## src/hdl/cpbb_pkg.sv

```systemverilog
// cpbb_pkg: constants, register map and shared types of the covered pixel
// bounding box unit. Depends on nothing; every other file imports it.
`timescale 1ns / 1ps

package cpbb_pkg;

   // Frame geometry and field widths
   localparam int MAX_DIM   = 4096;
   localparam int COORD_W   = 12;
   localparam int WIDTH_W   = 13;
   localparam int COUNT_W   = 25;
   localparam int PIXEL_W   = 32;
   localparam int ALPHA_SHIFT = 24;

   localparam logic [COUNT_W-1:0] COUNT_LIMIT        = COUNT_W'(1 << 24);
   localparam logic [PIXEL_W-1:0] COLOUR_NIBBLE_MASK = 32'h00F0F0F0;
   localparam logic [WIDTH_W-1:0] LINE_WIDTH_RESET   = WIDTH_W'(MAX_DIM);
   localparam logic [WIDTH_W-1:0] WIDTH_MAX          = WIDTH_W'(MAX_DIM);
   localparam logic [COORD_W-1:0] ROW_LAST           = COORD_W'(MAX_DIM - 1);

   // Register interface: two 32-bit registers at byte offsets 0 and 4
   localparam int ADDR_W = 3;
   localparam int DATA_W = 32;
   localparam logic REG_BY_ALPHA   = 1'b0;
   localparam logic REG_LINE_WIDTH = 1'b1;

   // Configuration seen by the accumulator
   typedef struct packed {
      logic               by_alpha;
      logic [WIDTH_W-1:0] line_width;
   } cfg_type;

   // One finished frame summary
   typedef struct packed {
      logic               any_covered;
      logic [COORD_W-1:0] min_x;
      logic [COORD_W-1:0] max_x;
      logic [COORD_W-1:0] min_y;
      logic [COORD_W-1:0] max_y;
      logic [COUNT_W-1:0] covered_count;
   } box_type;

endpackage

```

## src/hdl/cpbb_csr.sv

```systemverilog
// cpbb_csr: register file for the coverage mode and the line width.
// Depends on cpbb_pkg.
`timescale 1ns / 1ps

module cpbb_csr
   import cpbb_pkg::*;
(
   input  logic              clock,
   input  logic              reset,
   input  logic              psel,
   input  logic              penable,
   input  logic              pwrite,
   input  logic [ADDR_W-1:0] paddr,
   input  logic [DATA_W-1:0] pwdata,
   output logic [DATA_W-1:0] prdata,
   output cfg_type           cfg
);

   logic               by_alpha_ff;
   logic [WIDTH_W-1:0] line_width_ff;
   logic               wr_en;

   // write strobe in the access phase; pready is tied high
   assign wr_en = psel && penable && pwrite;

   always_ff @(posedge clock) begin
      if (reset) begin
         by_alpha_ff   <= 1'b0;
         line_width_ff <= LINE_WIDTH_RESET;
      end else if (wr_en) begin
         unique case (paddr[2])
            REG_BY_ALPHA:   by_alpha_ff   <= pwdata[0];
            REG_LINE_WIDTH: line_width_ff <= pwdata[WIDTH_W-1:0];
            default: ;
         endcase
      end
   end

   // read mux
   always_comb begin
      unique case (paddr[2])
         REG_BY_ALPHA:   prdata = {{(DATA_W-1){1'b0}}, by_alpha_ff};
         REG_LINE_WIDTH: prdata = {{(DATA_W-WIDTH_W){1'b0}}, line_width_ff};
         default:        prdata = '0;
      endcase
   end

   assign cfg.by_alpha   = by_alpha_ff;
   assign cfg.line_width = line_width_ff;

endmodule

```

## src/hdl/cpbb_accum.sv

```systemverilog
// cpbb_accum: raster position counters and per-frame box/count accumulator.
// Depends on cpbb_pkg.
`timescale 1ns / 1ps

module cpbb_accum
   import cpbb_pkg::*;
(
   input  logic               clock,
   input  logic               reset,
   input  cfg_type            cfg,
   input  logic               fire,
   input  logic [PIXEL_W-1:0] pixel,
   input  logic               frame_end,
   output box_type            result
);

   logic [COORD_W-1:0] col_ff,   col_in;
   logic [COORD_W-1:0] row_ff,   row_in;
   logic [COORD_W-1:0] min_x_ff, min_x_in;
   logic [COORD_W-1:0] max_x_ff, max_x_in;
   logic [COORD_W-1:0] min_y_ff, min_y_in;
   logic [COORD_W-1:0] max_y_ff, max_y_in;
   logic [COUNT_W-1:0] count_ff, count_in;

   logic [WIDTH_W-1:0] eff_width;
   logic [WIDTH_W-1:0] col_next;
   logic               covered;

   // clamp the programmed width into 1..MAX_DIM
   always_comb begin
      priority if (cfg.line_width == '0)
         eff_width = WIDTH_W'(1);
      else if (cfg.line_width > WIDTH_MAX)
         eff_width = WIDTH_MAX;
      else
         eff_width = cfg.line_width;
   end

   // coverage test
   always_comb begin
      if (cfg.by_alpha)
         covered = |pixel[PIXEL_W-1:ALPHA_SHIFT];
      else
         covered = |(pixel & COLOUR_NIBBLE_MASK);
   end

   assign col_next = {1'b0, col_ff} + WIDTH_W'(1);

   // box and count update, including the current word
   always_comb begin
      min_x_in = min_x_ff;
      max_x_in = max_x_ff;
      min_y_in = min_y_ff;
      max_y_in = max_y_ff;
      count_in = count_ff;
      if (covered) begin
         if (count_ff == '0) begin
            min_x_in = col_ff;
            max_x_in = col_ff;
            min_y_in = row_ff;
            max_y_in = row_ff;
         end else begin
            if (col_ff < min_x_ff) min_x_in = col_ff;
            if (col_ff > max_x_ff) max_x_in = col_ff;
            max_y_in = row_ff;
         end
         if (count_ff < COUNT_LIMIT) count_in = count_ff + COUNT_W'(1);
      end
   end

   // raster position; row saturates on the last row
   always_comb begin
      if (col_next >= eff_width) begin
         col_in = '0;
         row_in = (row_ff < ROW_LAST) ? row_ff + COORD_W'(1) : row_ff;
      end else begin
         col_in = col_next[COORD_W-1:0];
         row_in = row_ff;
      end
   end

   // frame summary as it stands after this word
   assign result.any_covered   = (count_in != '0);
   assign result.min_x         = min_x_in;
   assign result.max_x         = max_x_in;
   assign result.min_y         = min_y_in;
   assign result.max_y         = max_y_in;
   assign result.covered_count = count_in;

   // state registers; the frame-end word clears everything
   always_ff @(posedge clock) begin
      if (reset || (fire && frame_end)) begin
         col_ff   <= '0;
         row_ff   <= '0;
         min_x_ff <= '0;
         max_x_ff <= '0;
         min_y_ff <= '0;
         max_y_ff <= '0;
         count_ff <= '0;
      end else if (fire) begin
         col_ff   <= col_in;
         row_ff   <= row_in;
         min_x_ff <= min_x_in;
         max_x_ff <= max_x_in;
         min_y_ff <= min_y_in;
         max_y_ff <= max_y_in;
         count_ff <= count_in;
      end
   end

   // an empty frame keeps a zero box
   a_empty_box_zero: assert property (@(posedge clock) disable iff (reset)
      (count_ff == '0) |-> (min_x_ff == '0 && max_x_ff == '0 &&
                            min_y_ff == '0 && max_y_ff == '0))
      else $error("box not zero while no pixel counted");

   // the box is never inverted
   a_box_ordered: assert property (@(posedge clock) disable iff (reset)
      (min_x_ff <= max_x_ff) && (min_y_ff <= max_y_ff))
      else $error("bounding box inverted");

endmodule

```

## src/hdl/covered_pixel_bounding_box_unit.sv

```systemverilog
// covered_pixel_bounding_box_unit: top level with the input word register,
// the result register and the handshakes. Depends on cpbb_pkg, cpbb_csr,
// cpbb_accum.
`timescale 1ns / 1ps

//  channel  direction  handshake            payload
//  req      in         req_valid/req_stall  req_pixel, req_frame_end
//  rsp      out        rsp_valid/rsp_stall  rsp_any_covered, rsp_min_x .. rsp_covered_count
//  csr      in/out     APB psel/penable     csr_paddr, csr_pwdata, csr_prdata
//
// One pixel per clock while req_stall is low. A frame-end word passes the
// input register, then the result register, before its summary shows up on rsp.
// Reset is synchronous; it restores the register defaults and starts a new
// frame at column 0, row 0.
// req_stall rises only when a frame-end word sits in the input register
// while the previous result is still held by rsp_stall.

module covered_pixel_bounding_box_unit
   import cpbb_pkg::*;
(
   input  logic               clock,
   input  logic               reset,
   // pixel words
   input  logic               req_valid,
   output logic               req_stall,
   input  logic [PIXEL_W-1:0] req_pixel,
   input  logic               req_frame_end,
   // frame summaries
   output logic               rsp_valid,
   input  logic               rsp_stall,
   output logic               rsp_any_covered,
   output logic [COORD_W-1:0] rsp_min_x,
   output logic [COORD_W-1:0] rsp_max_x,
   output logic [COORD_W-1:0] rsp_min_y,
   output logic [COORD_W-1:0] rsp_max_y,
   output logic [COUNT_W-1:0] rsp_covered_count,
   // register port
   input  logic               csr_psel,
   input  logic               csr_penable,
   input  logic               csr_pwrite,
   input  logic [ADDR_W-1:0]  csr_paddr,
   input  logic [DATA_W-1:0]  csr_pwdata,
   output logic [DATA_W-1:0]  csr_prdata,
   output logic               csr_pready
);

   cfg_type            cfg;
   box_type            acc_result;
   box_type            rsp_ff;

   logic               s1_valid_ff;
   logic [PIXEL_W-1:0] s1_pixel_ff;
   logic               s1_end_ff;
   logic               rsp_valid_ff;

   logic               out_free;
   logic               s1_go;
   logic               req_take;

   assign csr_pready = 1'b1;

   cpbb_csr u_csr (
      .clock   (clock),
      .reset   (reset),
      .psel    (csr_psel),
      .penable (csr_penable),
      .pwrite  (csr_pwrite),
      .paddr   (csr_paddr),
      .pwdata  (csr_pwdata),
      .prdata  (csr_prdata),
      .cfg     (cfg)
   );

   // flow control: only a frame-end word needs the result slot
   assign out_free  = !rsp_valid_ff || !rsp_stall;
   assign s1_go     = s1_valid_ff && (!s1_end_ff || out_free);
   assign req_stall = s1_valid_ff && !s1_go;
   assign req_take  = req_valid && !req_stall;

   // input word register
   always_ff @(posedge clock) begin
      if (reset) begin
         s1_valid_ff <= 1'b0;
      end else if (req_take || s1_go) begin
         s1_valid_ff <= req_take;
      end
   end

   always_ff @(posedge clock) begin
      if (req_take) begin
         s1_pixel_ff <= req_pixel;
         s1_end_ff   <= req_frame_end;
      end
   end

   cpbb_accum u_accum (
      .clock     (clock),
      .reset     (reset),
      .cfg       (cfg),
      .fire      (s1_go),
      .pixel     (s1_pixel_ff),
      .frame_end (s1_end_ff),
      .result    (acc_result)
   );

   // result register
   always_ff @(posedge clock) begin
      if (reset) begin
         rsp_valid_ff <= 1'b0;
      end else if (s1_go && s1_end_ff) begin
         rsp_valid_ff <= 1'b1;
      end else if (!rsp_stall) begin
         rsp_valid_ff <= 1'b0;
      end
   end

   always_ff @(posedge clock) begin
      if (s1_go && s1_end_ff) begin
         rsp_ff <= acc_result;
      end
   end

   assign rsp_valid         = rsp_valid_ff;
   assign rsp_any_covered   = rsp_ff.any_covered;
   assign rsp_min_x         = rsp_ff.min_x;
   assign rsp_max_x         = rsp_ff.max_x;
   assign rsp_min_y         = rsp_ff.min_y;
   assign rsp_max_y         = rsp_ff.max_y;
   assign rsp_covered_count = rsp_ff.covered_count;

   // a retired frame-end word always produces a result next cycle
   a_end_makes_result: assert property (@(posedge clock) disable iff (reset)
      (s1_go && s1_end_ff) |=> rsp_valid_ff)
      else $error("frame-end word retired without a result");

   // back-pressure only from a frame end blocked behind a held result
   a_stall_cause: assert property (@(posedge clock) disable iff (reset)
      req_stall |-> (s1_valid_ff && s1_end_ff && rsp_valid_ff && rsp_stall))
      else $error("input stalled without a blocked frame end");

endmodule
```

## config.mk

```make
export PLATFORM = sky130hd
export DESIGN_NAME = covered_pixel_bounding_box_unit
export DESIGN_NICKNAME = d
export VERILOG_FILES = /design/src/hdl/cpbb_pkg.sv /design/src/hdl/cpbb_csr.sv /design/src/hdl/cpbb_accum.sv /design/src/hdl/covered_pixel_bounding_box_unit.sv
export SDC_FILE = /design/constraint.sdc
export NUM_CORES = 1
export LEC_CHECK = 0
export BUFFER_PORTS_ARGS = -buffer_cell sky130_fd_sc_hd__buf_2
export CORE_UTILIZATION = 45
export DETAILED_ROUTE_END_ITERATION = 6
export GPL_ROUTABILITY_DRIVEN = 0
export GPL_TIMING_DRIVEN = 0
export PLACE_DENSITY = 0.67
export SKIP_LAST_GASP = 1
export SLEW_MARGIN = 5
export SYNTH_ARGS = -nofsm -noshare
export SYNTH_HDL_FRONTEND = slang
export SYNTH_SLANG_ARGS = --single-unit
```

## constraint.sdc

```tcl
create_clock -name clock -period 5.05 [get_ports clock]
set_input_delay 0.7575 -clock clock [delete_from_list [all_inputs] [get_ports clock]]
set_output_delay 0.7575 -clock clock [all_outputs]
set_load 0.05 [all_outputs]
```

==> key figures <==
Worst setup path
  – CP arrival: between 4 and 5 ns
  – Crit end category: flop
  – Setup CP Type: flop to flop
  – Crit path launch: u_accum.col_ff[0]
  – Critical path launch point type: flop
  – CP Max Fanout: 10
  – Reg2Reg Setup Slack: 1.06 ns
  – CP required: about 5.5 ns
  – Worst r2r src: u_accum.col_ff[0]

Route
  – Routed wire length: 24000 µm
  – Initial DRC count: 504
  – Drt wl/cell: 15.7 µm
  – Number of nets with antenna violations after routing: 0
  – Via/cell ratio: 5.21
  – TritonRoute pass-1 iters: 5
  – Vias: 8004
  – Drt drc: 0

Run
  – Max-Cap Viols: 0

Place
  – Pre-CTS setup slack: around 1.1 ns
  – Dpl hpwl: approximately 17000 µm
  – PortBufs: 129

Timing
  – RSZ-0062 raised after global routing: false
  – Final setup fails: 0
  – Setup ws final: between 1 and 1.5 ns
  – Final Max Tran Viols: 0
  – Worst slew pin tran: roughly 0.65 ns
  – Setup Skew: 0.00863 ns
  – Relative slew slack: 0.569
  – Final Cycle Share: 0.790
  – Fin. Hold Viols: 0
  – Crit path time final: 3.99 ns
  – FMAX: 0.251 GHz
  – Fin Hold WS: 0.421 ns

Synth
  – Most common cell in the netlist: nand2_1
  – Mapped Area: slightly above 10000 µm²
  – Post-synthesis area per instance: 9.64 µm²
  – Synth warnings: 0
  – Synth Instances: 1065
  – Post-synth ARST share: 0
  – Netlist cell types: 69
  – Largest cells by area after synthesis: edfxtp_1 28%, dfxtp_1 22%, nand2_1 6.3%, ha_1 4.9%, nor2_1 3.7%
  – Flops & latches, synth: roughly 210
  – Post-synth EDFFs: 95
  – Top post-synthesis cells by count: 172 x nand2_1, 113 x dfxtp_1, 102 x nor2_1, 95 x edfxtp_1, 42 x nor3_1
  – Post-synthesis sequential area ratio: 0.498
  – Synth Flop Type: dfxtp_1
  – Synth top area share: 0.278
  – Yosys top cell by area: edfxtp_1

Global routing
  – Grt total ovfl: 0
  – Total track usage: 0.208
  – Largest net degree at the start of global routing: 47
  – Initial antenna violation count: 0
  – Vias in the first global route: 7705
  – First-pass GRT wire length: 39300 µm

Power
  – Design Power: 3770 µW
  – P_leak: between 0.005 and 0.006 µW
  – Worst vdd ir: between 0.0002 and 0.00025 V
  – Power Dens Cells: 310 nW/µm²

Floorplan
  – Height of the die: 153 µm
  – Ports: 184
  – Die W: 153 µm
  – Core Box Area: 22100 µm²
  – Starting Density: 0.465
  – Die ar.: 23400 µm²
  – Row cnt: 54

Run status
  – Outcome: completed

Clock network
  – Cts repair resizes: 0
  – Post-CTS Hold Buffers: 0
  – TritonCTS buffer count: 23
  – TritonCTS clock tree: yes
  – Post-CTS Setup Inserts: 0
  – Clock slew at reported path FFs: 0.06 ns
  – Worst-Skew Late Latency: around 0.51 ns
  – CTS max path bufs: 3
  – Root Driver: clkbuf_16
  – H-tree depth: 1
  – # clock sinks: 208

Finish
  – Diode count: 0
  – Area delta synth->final: 18.2%
  – Layout cells sized above 1: 0.206
  – Final nets: 1354
  – Fillcell total: ~2000
  – Multi-input logic area: 4640 µm²
  – Register area: 5110 µm²

Worst hold path
  – Hold_sp: req_pixel[26]
  – Min-delay worst type: primary input to flop
==> power breakdown <==
part	switching (µW)	internal, µW	total (µW)
registers	16.6	1790	1810
clock network	667	1010	1680
logic	196	82.9	279
==> per-layer routing <==
| layer | track usage | routed length [µm] | vias to the layer above |
|---|---|---|---|
| li1 | - | - | 3997 |
| met5 | 0 | 0 | - |
| met3 | 0.0301 | 1380 | 43 |
| met2 | 0.343 | 10900 | 245 |
| met4 | 0.0596 | 566 | 0 |
| met1 | 0.282 | 11200 | 3719 |
==> registers in the layout (all words and copies together), names as in the netlist, 13 cells and up <==
| name | flops |
|---|---|
| u_csr.line_width_ff | 13 |
| u_accum.count_ff | 25 |
| rsp_covered_count | 25 |
| s1_pixel_ff | 20 |
==> cell families after synthesis <==
logic type / Yosys count / synth area share
buffers and inverters: 123 / 0.0576
AND/OR/NAND/NOR: 460 / 0.213
XOR/XNOR: 68 / 0.0580
AO/OA/AOI/OAI: 114 / 0.0724
multiplexers: 50 / 0.0518
flip-flops: 208 / 0.498
adder cells (fa/ha/maj): 40 / 0.0487
other: 2 / 0.000731
==> path summary, 6_finish.rpt <==
check	to	cells after the start
setup / recovery	u_accum.row_ff[1]	15
hold / removal	s1_pixel_ff[26]	1
setup reg to reg	u_accum.row_ff[1]	15
hold reg to reg	u_accum.max_y_ff[1]	2
==> layout make-up <==
type | count | area share
flip-flops and latches | 208 | 0.421
clock buffers | 34 | 0.0549
repair buffers | 131 | 0.0567
inverters | 34 | 0.0105
multi-input cells | 752 | 0.382
plain buffers | 89 | 0.0382
clock inverters | 7 | 0.00742
well taps | 280 | 0.0289
==> cell usage in the layout, fill, tap and decap left out, types with 5 or more instances in the layout <==
master / netlist / final
nor3_1: 42 / 42
xor2_1: 32 / 32
inv_1: 34 / 34
nand3_1: 33 / 33
xnor2_1: 36 / 36
edfxtp_1: 95 / 95
and2_1: 15 / 15
a21oi_1: 38 / 38
a21o_1: 16 / 16
ha_1: 40 / 40
o31ai_1: 5 / 5
nand2_1: 172 / 172
nor4_1: 16 / 16
conb_1: 2 / 20
mux2i_1: 25 / 25
buf_1: 10 / 10
mux2_2: 25 / 25
nand4_1: 20 / 20
buf_2: 12 / 141
clkbuf_16: 0 / 23
clkbuf_8: 0 / 5
nor2_1: 102 / 101
or3_1: 6 / 6
and3_1: 15 / 14
buf_4: 30 / 30
o21ai_0: 23 / 23
or4_1: 6 / 6
dfxtp_1: 113 / 113
clkbuf_1: 35 / 41
==> metrics by stage <==
step / instance area (µm²) / setup TNS [ns] / util / std cells
2_1_floorplan: 10300 / 0 / - / 1083
3_3_place_gp: 11300 / -14.01 / 0.513 / 1492
3_5_place_dp: 11400 / 0 / 0.515 / 1494
4_1_cts: 12100 / 0 / 0.549 / 1535
5_1_grt: 12100 / 0 / 0.549 / 1535
6_report: 12100 / 0 / 0.549 / 1535
==> worst max-delay path, cell delays in order (launching register included) <==
cell	delay (ns)
dfxtp_1	0.56
ha_1	0.29
and3_1	0.27
and3_1	0.24
and3_1	0.21
xor2_1	0.25
ha_1	0.29
a21o_1	0.16
a21oi_1	0.19
nand3_1	0.10
a41o_1	0.23
nand3_1	0.20
clkbuf_1	0.37
buf_2	0.30
o21ai_0	0.11
a21oi_1	0.15
Note: power is estimated with default switching activity, not from simulation.
